--- config.mk ---
export PLATFORM = sky130hd
export DESIGN_NAME = planar_odometry_integrator_top
export DESIGN_NICKNAME = d
export VERILOG_FILES = /design/src/poi_pkg.sv /design/src/poi_mul.sv /design/src/planar_odometry_integrator_top.sv
export VERILOG_INCLUDE_DIRS = /design/src /design/src/src
export SDC_FILE = /design/constraint.sdc
export NUM_CORES = 2
export LEC_CHECK = 0
export ABC_AREA = 1
export BUFFER_PORTS_ARGS = -buffer_cell sky130_fd_sc_hd__buf_2
export CORE_MARGIN = 3
export CORE_UTILIZATION = 45
export CTS_BUF_LIST = sky130_fd_sc_hd__clkbuf_4 sky130_fd_sc_hd__clkbuf_8
export DETAILED_ROUTE_END_ITERATION = 8
export PLACE_DENSITY = 0.6
export SLEW_MARGIN = 20
export SYNTH_ARGS = -nofsm -noshare
export SYNTH_HDL_FRONTEND = slang
export SYNTH_SLANG_ARGS = --single-unit
--- constraint.sdc ---
create_clock -name clk -period 26.4 [get_ports clk]
set_input_delay 2.64 -clock clk [delete_from_list [all_inputs] [get_ports clk]]
set_output_delay 2.64 -clock clk [all_outputs]
set_load 0.01 [all_outputs]
--- src/assert_macros.svh ---
// Assertion helper macros for the planar odometry integrator RTL.
// Included by modules that carry concurrent checks; expects clk and rst_n in scope.
`ifndef ASSERT_MACROS_SVH
`define ASSERT_MACROS_SVH

// Same-cycle implication, checked out of reset.
`define POI_ASSERT_IMPL(label, ante, cons, msg) \
    label: assert property (@(posedge clk) disable iff (!rst_n) (ante) |-> (cons)) \
        else $error(msg);

// Next-cycle implication, checked out of reset.
`define POI_ASSERT_NEXT(label, ante, cons, msg) \
    label: assert property (@(posedge clk) disable iff (!rst_n) (ante) |=> (cons)) \
        else $error(msg);

`endif

--- src/poi_pkg.sv ---
// Shared types, constants and tables for the planar odometry integrator.
// No dependencies; imported by poi_mul, planar_odometry_integrator_top and the testbench.
package poi_pkg;

    localparam int SPD_W      = 16;
    localparam int POS_W      = 32;
    localparam int HDG_W      = 16;
    localparam int ANG_W      = 32;
    localparam int PER_W      = 16;
    localparam int CFG_IDX_W  = 4;
    localparam int CFG_DATA_W = 16;

    localparam int CORDIC_STEPS = 28;
    localparam int CNT_W        = 5;

    localparam int MUL_A_W = 33;
    localparam int MUL_B_W = 18;

    // 1/K in Q1.30
    localparam logic [ANG_W-1:0] CORDIC_INV_GAIN = 32'd652032874;
    // 8/pi in Q2.30, split in halves for the 33x18 multiplier
    localparam logic [15:0] RAD2BAM_HI = 16'hA2F9;
    localparam logic [15:0] RAD2BAM_LO = 16'h836E;

    localparam logic [PER_W-1:0] TICK_PERIOD_RST = 16'd1311;

    // configuration register indexes
    localparam logic [CFG_IDX_W-1:0] CFG_TICK_PERIOD = 4'd0;
    localparam logic [CFG_IDX_W-1:0] CFG_INTEGRATE_EN = 4'd1;

    typedef struct packed {
        logic signed [SPD_W-1:0] fwd_speed;
        logic signed [SPD_W-1:0] side_speed;
        logic signed [SPD_W-1:0] turn_rate;
    } cmd_t;

    typedef struct packed {
        logic signed [POS_W-1:0] pose_x;
        logic signed [POS_W-1:0] pose_y;
        logic [HDG_W-1:0]        pose_heading;
    } pose_t;

    typedef enum logic [4:0] {
        ST_IDLE,
        ST_ROT,
        ST_FIX,
        ST_M0,
        ST_M1,
        ST_M2,
        ST_M3,
        ST_M4,
        ST_M5,
        ST_M6,
        ST_M7,
        ST_M8,
        ST_M9,
        ST_M10,
        ST_M11,
        ST_M12,
        ST_RND,
        ST_UPD,
        ST_OUT
    } poi_state_t;

    // arctan(2^-i) as a 32-bit binary angle
    function automatic logic [ANG_W-1:0] atan_bam(input logic [CNT_W-1:0] i);
        logic [ANG_W-1:0] r;
        unique case (i)
            5'd0:    r = 32'h20000000;
            5'd1:    r = 32'h12E4051E;
            5'd2:    r = 32'h09FB385B;
            5'd3:    r = 32'h051111D4;
            5'd4:    r = 32'h028B0D43;
            5'd5:    r = 32'h0145D7E1;
            5'd6:    r = 32'h00A2F61E;
            5'd7:    r = 32'h00517C55;
            5'd8:    r = 32'h0028BE53;
            5'd9:    r = 32'h00145F2F;
            5'd10:   r = 32'h000A2F98;
            5'd11:   r = 32'h000517CC;
            5'd12:   r = 32'h00028BE6;
            5'd13:   r = 32'h000145F3;
            5'd14:   r = 32'h0000A2FA;
            5'd15:   r = 32'h0000517D;
            5'd16:   r = 32'h000028BE;
            5'd17:   r = 32'h0000145F;
            5'd18:   r = 32'h00000A30;
            5'd19:   r = 32'h00000518;
            5'd20:   r = 32'h0000028C;
            5'd21:   r = 32'h00000146;
            5'd22:   r = 32'h000000A3;
            5'd23:   r = 32'h00000051;
            5'd24:   r = 32'h00000029;
            5'd25:   r = 32'h00000014;
            5'd26:   r = 32'h0000000A;
            5'd27:   r = 32'h00000005;
            default: r = '0;
        endcase
        return r;
    endfunction

endpackage

--- src/poi_mul.sv ---
// Shared signed multiplier with registered product.
// Depends on poi_pkg for default operand widths.
module poi_mul
    import poi_pkg::*;
#(
    parameter int A_W = MUL_A_W,
    parameter int B_W = MUL_B_W
)
(
    input  logic                      clk,
    input  logic                      en,
    input  logic signed [A_W-1:0]     a,
    input  logic signed [B_W-1:0]     b,
    output logic signed [A_W+B_W-1:0] prod
);

    logic signed [A_W+B_W-1:0] prod_reg;

    always_ff @(posedge clk)
    begin
        if (en)
        begin
            prod_reg <= a * b;
        end
    end

    assign prod = prod_reg;

endmodule

--- src/planar_odometry_integrator_top.sv ---
// Planar dead-reckoning odometry integrator, top level.
// Depends on poi_pkg, poi_mul and assert_macros.svh.
//
// Usage:
//   cmd (valid/ready) takes one control tick: forward speed, side speed, yaw rate.
//   pose (valid/ready) gives one result per tick: x, y and heading after the tick.
//   cfg (valid/ready, index + data) writes tick_period (0) and integrate_enable (1);
//   cfg_ready is always high, other indexes are dropped.
// Sequence:
//   Integrating: after the cmd transfer the tick runs the iterative CORDIC, then
//   the shared 33x18 multiplier steps through the products, then rounding and the
//   pose update. pose_valid rises and cmd_ready returns at the same edge.
//   Holding (integrate_enable = 0): the tick goes straight to the output load;
//   in both modes cmd_ready stays low until that load.
// A finished pose sits in the output register; while it waits, the next tick can
// be taken and worked on. If the receiver stalls, the block parks before the output
// load and holds cmd_ready low until the register frees up.
// Reset: pose state cleared to zero, tick_period = 1311, integration disabled.
`include "assert_macros.svh"

module planar_odometry_integrator_top
    import poi_pkg::*;
(
    input  logic                  clk,
    input  logic                  rst_n,

    input  logic                  cmd_valid,
    output logic                  cmd_ready,
    input  cmd_t                  cmd,

    output logic                  pose_valid,
    input  logic                  pose_ready,
    output pose_t                 pose,

    input  logic                  cfg_valid,
    output logic                  cfg_ready,
    input  logic [CFG_IDX_W-1:0]  cfg_index,
    input  logic [CFG_DATA_W-1:0] cfg_data
);

    localparam int PROD_W = MUL_A_W + MUL_B_W;

    poi_state_t state_reg, state_next;
    logic [CNT_W-1:0] cnt_reg;

    // config
    logic [PER_W-1:0] period_reg;
    logic             enable_reg;

    // pose state
    logic signed [POS_W-1:0] acc_x_reg;
    logic signed [POS_W-1:0] acc_y_reg;
    logic [ANG_W-1:0]        acc_heading_reg;

    // tick operands
    logic signed [SPD_W:0] v_reg;
    logic signed [SPD_W:0] w_reg;
    logic signed [SPD_W:0] yaw_reg;

    // CORDIC
    logic                    flip_reg;
    logic signed [ANG_W-1:0] x_reg;
    logic signed [ANG_W-1:0] y_reg;
    logic signed [ANG_W-1:0] z_reg;
    logic signed [ANG_W-1:0] xs;
    logic signed [ANG_W-1:0] ys;
    logic [ANG_W-1:0]        at;

    // products
    logic signed [49:0] dx_reg;
    logic signed [49:0] dy_reg;
    logic [49:0]        dx_abs;
    logic [49:0]        dy_abs;
    logic [PROD_W-1:0]  prod_abs;
    logic               xneg_reg;
    logic               yneg_reg;
    logic               hneg_reg;
    logic [48:0]        xmag_reg;
    logic [48:0]        ymag_reg;
    logic [30:0]        hmag_reg;
    logic [63:0]        px_reg;
    logic [63:0]        py_reg;
    logic [63:0]        ph_reg;
    logic [63:0]        rx_sum;
    logic [63:0]        ry_sum;
    logic [63:0]        rh_sum;
    logic signed [22:0] dlt_x_reg;
    logic signed [22:0] dlt_y_reg;
    logic [ANG_W-1:0]   dh_reg;

    // shared multiplier
    logic                      mul_en;
    logic signed [MUL_A_W-1:0] mul_a;
    logic signed [MUL_B_W-1:0] mul_b;
    logic signed [PROD_W-1:0]  prod;

    // output register
    pose_t out_reg;
    logic  out_valid_reg;
    logic  out_load;

    logic cmd_xfer;

    function automatic logic signed [POS_W-1:0] sat_add(
        input logic signed [POS_W-1:0] acc,
        input logic signed [22:0]      d
    );
        logic signed [POS_W:0] s;
        logic signed [POS_W-1:0] r;
        s = {acc[POS_W-1], acc} + {{(POS_W-22){d[22]}}, d};
        if (s[POS_W:POS_W-1] == 2'b01)
        begin
            r = {1'b0, {(POS_W-1){1'b1}}};
        end
        else if (s[POS_W:POS_W-1] == 2'b10)
        begin
            r = {1'b1, {(POS_W-1){1'b0}}};
        end
        else
        begin
            r = s[POS_W-1:0];
        end
        return r;
    endfunction

    poi_mul #(
        .A_W (MUL_A_W),
        .B_W (MUL_B_W)
    ) u_mul (
        .clk  (clk),
        .en   (mul_en),
        .a    (mul_a),
        .b    (mul_b),
        .prod (prod)
    );

    assign cmd_ready  = (state_reg == ST_IDLE);
    assign cmd_xfer   = cmd_valid && cmd_ready;
    assign cfg_ready  = 1'b1;
    assign pose_valid = out_valid_reg;
    assign pose       = out_reg;

    // CORDIC step; >>> on signed gives the floor shift
    assign xs = x_reg >>> cnt_reg;
    assign ys = y_reg >>> cnt_reg;
    assign at = atan_bam(cnt_reg);

    assign dx_abs   = dx_reg[49] ? 50'(-dx_reg) : 50'(dx_reg);
    assign dy_abs   = dy_reg[49] ? 50'(-dy_reg) : 50'(dy_reg);
    assign prod_abs = prod[PROD_W-1] ? PROD_W'(-prod) : PROD_W'(prod);

    // rounding of magnitudes, half away from zero
    assign rx_sum = px_reg + (64'd1 << 41);
    assign ry_sum = py_reg + (64'd1 << 41);
    assign rh_sum = ph_reg + (64'd1 << 29);

    always_comb
    begin
        state_next = state_reg;
        mul_en     = 1'b1;
        mul_a      = '0;
        mul_b      = '0;
        out_load   = 1'b0;
        unique case (state_reg)
            ST_IDLE:
            begin
                mul_en = 1'b0;
                if (cmd_xfer)
                begin
                    state_next = enable_reg ? ST_ROT : ST_OUT;
                end
            end
            ST_ROT:
            begin
                mul_en = 1'b0;
                if (cnt_reg == CNT_W'(CORDIC_STEPS - 1))
                begin
                    state_next = ST_FIX;
                end
            end
            ST_FIX:
            begin
                mul_en     = 1'b0;
                state_next = ST_M0;
            end
            ST_M0:
            begin
                mul_a      = MUL_A_W'(x_reg);
                mul_b      = MUL_B_W'(v_reg);
                state_next = ST_M1;
            end
            ST_M1:
            begin
                mul_a      = MUL_A_W'(y_reg);
                mul_b      = MUL_B_W'(w_reg);
                state_next = ST_M2;
            end
            ST_M2:
            begin
                mul_a      = MUL_A_W'(y_reg);
                mul_b      = MUL_B_W'(v_reg);
                state_next = ST_M3;
            end
            ST_M3:
            begin
                mul_a      = MUL_A_W'(x_reg);
                mul_b      = MUL_B_W'(w_reg);
                state_next = ST_M4;
            end
            ST_M4:
            begin
                mul_a      = MUL_A_W'(yaw_reg);
                mul_b      = $signed({2'b00, period_reg});
                state_next = ST_M5;
            end
            ST_M5:
            begin
                mul_en     = 1'b0;
                state_next = ST_M6;
            end
            ST_M6:
            begin
                mul_a      = $signed({9'b0, xmag_reg[23:0]});
                mul_b      = $signed({2'b00, period_reg});
                state_next = ST_M7;
            end
            ST_M7:
            begin
                mul_a      = $signed({8'b0, xmag_reg[48:24]});
                mul_b      = $signed({2'b00, period_reg});
                state_next = ST_M8;
            end
            ST_M8:
            begin
                mul_a      = $signed({9'b0, ymag_reg[23:0]});
                mul_b      = $signed({2'b00, period_reg});
                state_next = ST_M9;
            end
            ST_M9:
            begin
                mul_a      = $signed({8'b0, ymag_reg[48:24]});
                mul_b      = $signed({2'b00, period_reg});
                state_next = ST_M10;
            end
            ST_M10:
            begin
                mul_a      = $signed({2'b00, hmag_reg});
                mul_b      = $signed({2'b00, RAD2BAM_LO});
                state_next = ST_M11;
            end
            ST_M11:
            begin
                mul_a      = $signed({2'b00, hmag_reg});
                mul_b      = $signed({2'b00, RAD2BAM_HI});
                state_next = ST_M12;
            end
            ST_M12:
            begin
                mul_en     = 1'b0;
                state_next = ST_RND;
            end
            ST_RND:
            begin
                mul_en     = 1'b0;
                state_next = ST_UPD;
            end
            ST_UPD:
            begin
                mul_en     = 1'b0;
                state_next = ST_OUT;
            end
            ST_OUT:
            begin
                mul_en = 1'b0;
                if (!out_valid_reg || pose_ready)
                begin
                    out_load   = 1'b1;
                    state_next = ST_IDLE;
                end
            end
            default:
            begin
                mul_en     = 1'b0;
                state_next = ST_IDLE;
            end
        endcase
    end

    always_ff @(posedge clk or negedge rst_n)
    begin
        if (!rst_n)
        begin
            state_reg <= ST_IDLE;
        end
        else
        begin
            state_reg <= state_next;
        end
    end

    // control and pose state
    always_ff @(posedge clk or negedge rst_n)
    begin
        if (!rst_n)
        begin
            cnt_reg         <= '0;
            period_reg      <= TICK_PERIOD_RST;
            enable_reg      <= 1'b0;
            acc_x_reg       <= '0;
            acc_y_reg       <= '0;
            acc_heading_reg <= '0;
            out_valid_reg   <= 1'b0;
        end
        else
        begin
            if (cfg_valid && cfg_ready)
            begin
                if (cfg_index == CFG_TICK_PERIOD)
                begin
                    period_reg <= cfg_data[PER_W-1:0];
                end
                else if (cfg_index == CFG_INTEGRATE_EN)
                begin
                    enable_reg <= cfg_data[0];
                end
            end

            if (state_reg == ST_IDLE)
            begin
                cnt_reg <= '0;
            end
            else if (state_reg == ST_ROT)
            begin
                cnt_reg <= cnt_reg + 1'b1;
            end

            if (state_reg == ST_UPD)
            begin
                acc_x_reg       <= sat_add(acc_x_reg, dlt_x_reg);
                acc_y_reg       <= sat_add(acc_y_reg, dlt_y_reg);
                acc_heading_reg <= acc_heading_reg + dh_reg;
            end

            if (out_load)
            begin
                out_valid_reg <= 1'b1;
            end
            else if (pose_ready)
            begin
                out_valid_reg <= 1'b0;
            end
        end
    end

    // datapath
    always_ff @(posedge clk)
    begin
        unique case (state_reg)
            ST_IDLE:
            begin
                if (cmd_xfer)
                begin
                    v_reg    <= (SPD_W+1)'(cmd.fwd_speed);
                    w_reg    <= -(SPD_W+1)'(cmd.side_speed);
                    yaw_reg  <= -(SPD_W+1)'(cmd.turn_rate);
                    // headings in [pi/2, 3pi/2) are turned by pi and the result negated
                    flip_reg <= acc_heading_reg[31] ^ acc_heading_reg[30];
                    x_reg    <= $signed(CORDIC_INV_GAIN);
                    y_reg    <= '0;
                    z_reg    <= $signed({acc_heading_reg[30], acc_heading_reg[30:0]});
                end
            end
            ST_ROT:
            begin
                if (!z_reg[ANG_W-1])
                begin
                    x_reg <= x_reg - ys;
                    y_reg <= y_reg + xs;
                    z_reg <= z_reg - $signed(at);
                end
                else
                begin
                    x_reg <= x_reg + ys;
                    y_reg <= y_reg - xs;
                    z_reg <= z_reg + $signed(at);
                end
            end
            ST_FIX:
            begin
                if (flip_reg)
                begin
                    x_reg <= -x_reg;
                    y_reg <= -y_reg;
                end
            end
            ST_M1:
            begin
                dx_reg <= prod[49:0];
            end
            ST_M2:
            begin
                dx_reg <= dx_reg - prod[49:0];
            end
            ST_M3:
            begin
                dy_reg <= prod[49:0];
            end
            ST_M4:
            begin
                dy_reg <= dy_reg + prod[49:0];
            end
            ST_M5:
            begin
                hneg_reg <= prod[PROD_W-1];
                hmag_reg <= prod_abs[30:0];
                xneg_reg <= dx_reg[49];
                xmag_reg <= dx_abs[48:0];
                yneg_reg <= dy_reg[49];
                ymag_reg <= dy_abs[48:0];
            end
            ST_M7:
            begin
                px_reg <= {{(64-PROD_W){1'b0}}, prod};
            end
            ST_M8:
            begin
                px_reg <= px_reg + {prod[39:0], 24'b0};
            end
            ST_M9:
            begin
                py_reg <= {{(64-PROD_W){1'b0}}, prod};
            end
            ST_M10:
            begin
                py_reg <= py_reg + {prod[39:0], 24'b0};
            end
            ST_M11:
            begin
                ph_reg <= {{(64-PROD_W){1'b0}}, prod};
            end
            ST_M12:
            begin
                ph_reg <= ph_reg + {prod[47:0], 16'b0};
            end
            ST_RND:
            begin
                dlt_x_reg <= xneg_reg ? -$signed({1'b0, rx_sum[63:42]})
                                      : $signed({1'b0, rx_sum[63:42]});
                dlt_y_reg <= yneg_reg ? -$signed({1'b0, ry_sum[63:42]})
                                      : $signed({1'b0, ry_sum[63:42]});
                // heading wraps, so only the low 32 bits of the magnitude matter
                dh_reg    <= hneg_reg ? -rh_sum[61:30] : rh_sum[61:30];
            end
            ST_OUT:
            begin
                if (out_load)
                begin
                    out_reg.pose_x       <= acc_x_reg;
                    out_reg.pose_y       <= acc_y_reg;
                    out_reg.pose_heading <= acc_heading_reg[ANG_W-1:ANG_W-HDG_W];
                end
            end
            default:
            begin
            end
        endcase
    end

    `POI_ASSERT_NEXT(a_acc_only_in_upd, state_reg != ST_UPD,
        $stable(acc_x_reg) && $stable(acc_y_reg) && $stable(acc_heading_reg),
        "pose state changed outside the update step")

    `POI_ASSERT_NEXT(a_rot_starts_clean, cmd_xfer && enable_reg,
        (state_reg == ST_ROT) && (cnt_reg == '0),
        "rotation did not start at step zero after an integrating transfer")

    `POI_ASSERT_IMPL(a_cordic_converged, state_reg == ST_FIX,
        (z_reg < 32'sd64) && (z_reg > -32'sd64),
        "CORDIC residual angle did not converge")

    `POI_ASSERT_IMPL(a_pose_from_out, $rose(pose_valid),
        $past(state_reg) == ST_OUT,
        "pose_valid rose without an output load")

endmodule

# Word level (Yosys, flattened, before mapping)
# Memory sizes are Yosys's and may differ from the RTL's.
# Index checks and enable logic that the tools add are counted.
[totals] regBits=904 latchBits=0 ramBits=0 rom_bits=960 in_bits=73 out_inout_bits=83 memories=1
[classes] n_addsub=28 n_mul=1 div_mod_pow=0 order_cmp=0 eq_ne=28 n_shift=2 mux=40 n_bitwise=2 reduce_logical=27
[memory_table] memory="(no name shown)" depth=32 word_bits=30 rd=1 rd_clocked_by_memory_dff=0 wr=0 line_no="poi_pkg.sv:68" source="unique case (i)"
[op_table] op="two-way mux 32 bit" n=13
[op_table] op="one-hot mux 64 bit (2 select lines)" n=3
[op_table] op="one-hot mux 33 bit (8 select lines)" n=1
[op_table] op="one-hot mux 50 bit (2 select lines)" n=2
[op_table] op="adder 64 bit" n=3
[op_table] op="one-hot mux 32 bit (3 select lines)" n=2
[op_table] op="adder 32 bit" n=4
[op_table] op="adder 64 x 42 -> 64 bit (second input constant)" n=2
[op_table] op="two-way mux 49 bit" n=2
[op_table] op="negation 49 bit" n=2
[op_table] op="negation 32 bit" n=3
[op_table] op="subtractor 32 bit" n=3
[op_table] op="one-hot mux 5 bit (19 select lines)" n=1
[op_table] op="one-hot mux 18 bit (5 select lines)" n=1
[op_table] op="adder 32 x 23 -> 33 bit" n=2
[op_table] op="one-hot mux 32 bit (2 select lines)" n=1
[op_table] op=">>> shifter 32 x 5 -> 32 bit" n=2
[op_table] op="adder 62 x 30 -> 62 bit (second input constant)" n=1
[op_table] op="multiplier 33 x 18 -> 51 bit" n=1
[op_table] op="adder 50 bit" n=1
[op_table] op="subtractor 50 bit" n=1
[op_table] op="negation 22 -> 23 bit" n=2
[op_table] op="two-way mux 22 bit" n=2
[op_table] op="equality test 5 x 4 -> 1 bit (second input constant)" n=8
[op_table] op="other kinds (29)" n=65

# Logic depth before layout (Yosys ltp)
[depth] depth_word=5 depth_mapped=40

# Cells and area by module
# From an unflattened synthesis, not the netlist that was laid out.
[hier_totals] cells_unflattened=12500 hier_area_um2=92149.6
[by_module_without_submodules] mod="planar_odometry_integrator_top" n_inst=1 cells_per_inst=9354 area_per_inst_um2=68245.5 seq_area_each_um2=23020.8
[by_module_without_submodules] mod="poi_mul" n_inst=1 cells_per_inst=3146 area_per_inst_um2=23904.2 seq_area_each_um2=1531.5

# Worst setup path before layout
# Ideal clock, no wire load.
[synth_timing] path_kind="reg2reg" from="register state_reg[4]" to="register u_mul.prod_reg[49], in the netlist u_mul.prod[49], data pin" setup_ns=0.258 arrival_ns=8.497 required_time_ns=26.142 path_slack_ns=17.645 path_stages_with_launch=32 period_less_slack_ns=8.755 cell_sequence="dfrtp_1 > nor3_1 > inv_2 > nor2_2 > nand2_2 > inv_2 > buf_4 > nand2_1 > inv_2 > a221oi_1 > buf_2 > nor2_1 > fa_1 > inv_1 > fa_1 > inv_1 > fa_1 > fa_1 > fa_1 > inv_1 > fa_1 > inv_1 > ha_1 > nand2_1 > nor2_1 > inv_1 > nor4_1 > nand4_1 > nand3_1 > nand3_1 > nand3_1 > xor2_1"
[synth_via] elab_chain_cells=4 word_cells_on_any_way=20 classes_between="mul (1); eq/ne (11); mux (2); reduce/logical (6)"
[synth_lines] item="from (decl)" line_no="planar_odometry_integrator_top.sv:43" source="poi_state_t state_reg, state_next;"
[synth_lines] item="from (signal assigned)" line_no="planar_odometry_integrator_top.sv:297" source="state_reg <= state_next;"
[synth_lines] item="equality test 5 x 4 -> 1 bit (tied with other cells)" line_no="planar_odometry_integrator_top.sv:164" source="unique case (state_reg)"
[synth_lines] item="OR reduction 5 bit (no source line) / OR reduction 2 bit (equally long branches)"
[synth_lines] item="one-hot mux 18 bit (5 select lines) / one-hot mux 33 bit (8 select lines) (equally long branches)" line_no="planar_odometry_integrator_top.sv:164"
[synth_lines] item="multiplier 33 x 18 -> 51 bit *" line_no="poi_mul.sv:23" source="prod_reg <= a * b;"
[synth_lines] item="to (signal assigned)" line_no="poi_mul.sv:23"
[synth_lines] item="to (decl)" line_no="poi_mul.sv:17" source="logic signed [A_W+B_W-1:0] prod_reg;"
# Every way passes the cells marked *; elsewhere a longest branch is shown, timed or not.
# A chain may end at the register's enable or synchronous reset.

# Final worst setup path
[layout_timing] from="register state_reg[4]" to="register u_mul.prod_reg[48], in the netlist u_mul.prod[48], data pin"
# The elaborated chain is that of the path after synthesis.

==> flow_metrics.tcl <==
set metrics [dict create \
    clk_latency_ns 0.98 \
    fin_skew_ns 0.0743 \
    gp_congestion 1.01 \
    max_freq_mhz 95.6 \
    fp.dieW_um 455 \
    cts_setup_buffers 0 \
    finalCritPeriodShare_pct 39.6 \
    path_common_cell "fa_1" \
    first_iter_violations 8593 \
    wl_per_cell_um 22.2 \
    finalSetupTns_ns 0 \
    ant_nets 0 \
    io_pins 156 \
    netlist_instances 12081 \
    synth_edf_count 714 \
    worst-path-max-fanout 62 \
    cts_tree "yes" \
    clockBufferDepth 3 \
    min_period_ns 10.46 \
    ir_drop_mv 0.0783 \
    syn_to_final_growth_pct 8.25 \
    setup_viol 0 \
    status "completed" \
    clkTransAtPathRegs_ns 0.06 \
    finalMaxSlewViolations 0 \
    drt_wl_total_um 334000 \
    hold_class "reg -> reg" \
    p_per_area_nw_per_um2 139 \
    grt_usage_pct 31.8 \
    yosys-top-cells-area "edfxtp_1 24%, fa_1 13%, nand2_1 11%" \
    cp-start-kind "flip-flop" \
    cts-htree-levels 4 \
    slew_headroom_pct 22.4 \
    num_vias 84582 \
    worstMarginPinSlew_ns 1.16 \
    cp.arrival_ns 11.12 \
    cpMaxStageDelayCell "buf_4" \
    numCtsBuffers 164 \
    grt_pass1_vias 81010 \
    synth_top_area_share_pct 23.7 \
    route.detailed.drc 0 \
    endpoint_kind "flip-flop" \
    synth.most_common_cell "nand2_1" \
    grt_pass1_wl_um 501000 \
    ys_ff_latch 838 \
    cap_viol_max_count 0 \
    num_rows 164 \
    cts_num_sinks 838 \
    cts_root_buffer "clkbuf_8" \
    rsz0062_at_grt "false" \
    cts_resized 0 \
    yosys.area.top_type "edfxtp_1" \
    firstDrtPassIters 9 \
    fp.coreArea_um2 200000 \
    syn_avg_cell_area_um2 7.50 \
    fin_ws_ns 15.94 \
    syn-num-nets 13277 \
    syn-cell-area_um2 90600 \
    port_buffers 154 \
    die_h_um 455 \
    cp.required_ns 27.07 \
    ys_types 79 \
    ys_seq_area_share_pct 27.1 \
    hold_viol 0 \
    critical_path_class "reg -> reg" \
    cpPeakStageDelay_ns 0.65 \
    drive_above_1_share_pct 7.40 \
    grt-ovfl-total 0 \
    pre_cts_slack_ns 16.17 \
    largest_reg_flops 80 \
    synth_top_cells_by_count "2680 x nand2_1, 2001 x inv_1, 1132 x nor2_1" \
    synthFlopType "edfxtp_1" \
    antenna_found_initial 17 \
    grt_max_degree 76 \
    final_nets 13426 \
    dpl.hpwl_um 263000 \
    ys_warn_count 0 \
    p_leak_nw 46.1 \
    avgViaCountPerCell 5.63 \
    ys_async_sr_fraction_pct 14.8 \
    initial_utilization_pct 45.3 \
    cts_hold_buf 0 \
    dieArea_um2 207000 \
]
[worst paths after layout]
| kind | start | to | slack, ns | cells past startpoint |
|---|---|---|---|---|
| max | state_reg[4]$_DFFE_PN0P_ | u_mul.prod[48]$_DFFE_PP_ | 15.94 | 32 |
| min | acc_heading_reg[27]$_DFFE_PN0P_ | pose[11]$_DFFE_PP_ | 0.48 | 0 |
| max reg2reg | state_reg[4]$_DFFE_PN0P_ | u_mul.prod[48]$_DFFE_PP_ | 15.94 | 32 |
| min reg2reg | acc_heading_reg[27]$_DFFE_PN0P_ | pose[11]$_DFFE_PP_ | 0.48 | 0 |
| max in group asynchronous | rst_n | acc_heading_reg[21]$_DFFE_PN0P_ | 23.62 | 2 |
| min in group asynchronous | rst_n | acc_y_reg[19]$_DFFE_PN0P_ | 1.58 | 1 |
[power breakdown]
part	switching, mW	internal [mW]	total [mW]
Clock	0.659	0.808	1.47
Sequential	0.404	2.02	2.43
Combinational	6.62	3.07	9.69
Total	7.68	5.91	13.6
[metrics by stage]
step	cell area, um2	utilization (%)	power (mW)	std cells	hold WS [ns]
2_1_floorplan	90600	-	8.96	12081	0.426
3_3_place_gp	94400	47.2	11.9	14717	0.476
3_5_place_dp	94400	47.3	11.9	14719	0.477
4_1_cts	98000	49.0	13.5	15026	0.490
5_1_grt	98100	49.1	14.8	15030	0.510
6_report	98100	49.1	13.6	15034	0.483
[per-layer routing]
layer / wire length [um] / global-route usage, %
met5: 13 / 0
met4: 14900 / 12.7
met3: 27400 / 5.56
met2: 145000 / 48.4
met1: 147000 / 44.8
[worst max-delay path: cells and delay by family, from the launching register on]
kind / cells / cell delay (ns)
simple gates: 12 / 2.42
fa+ha+maj: 7 / 3.69
flops: 1 / 0.43
buf+inv: 11 / 3.34
xor+xnor: 1 / 0.12
compound gates: 1 / 0.15
[layout make-up]
type,instances,area (um2)
well taps,2656,3320
multi-input cells,8874,57100
repair buffers,279,1720
diodes,7,17.5
fillers,20030,102000
inverters,2073,7780
clock buffers,215,2750
flip-flops and latches,838,24600
clock inverters,92,847
[cell usage in the layout (no fill, tap or decap), drive strengths merged, types with 8 or more instances in the layout]
cell	n
nand3b	15
xor2	395
or2	111
nand4	124
dfrtp	117
a22oi	13
o21bai	36
nand2	2718
clkbuf	215
bufinv	12
o21ai	724
inv	2073
a21o	49
o211ai	44
o31ai	17
and3	11
nor3	145
clkinvlp	8
nor3b	11
fa	570
ha	553
mux2	14
nand3	703
a211oi	9
a221oi	21
a21boi	21
nor4	101
a22o	19
xnor2	219
buf	279
o221ai	16
clkinv	72
o2111ai	16
o22ai	38
edfxtp	714
a31oi	143
nor2	1175
a21oi	766
o21a	54
[logic make-up (layout without fill, tap and decap cells)]
group / after synthesis / after routing / synth area share (%)
flops: 838 / 838 / 27.1
xor+xnor: 614 / 614 / 5.99
fa+ha+maj: 1123 / 1123 / 20.2
simple gates: 5115 / 5115 / 23.9
buf+inv: 2369 / 2659 / 10.1
compound gates: 2007 / 2007 / 12.5
mux: 14 / 14 / 0.174
other cells: 1 / 8 / 0.00414
No activity file was read; power rests on OpenSTA's default activity.
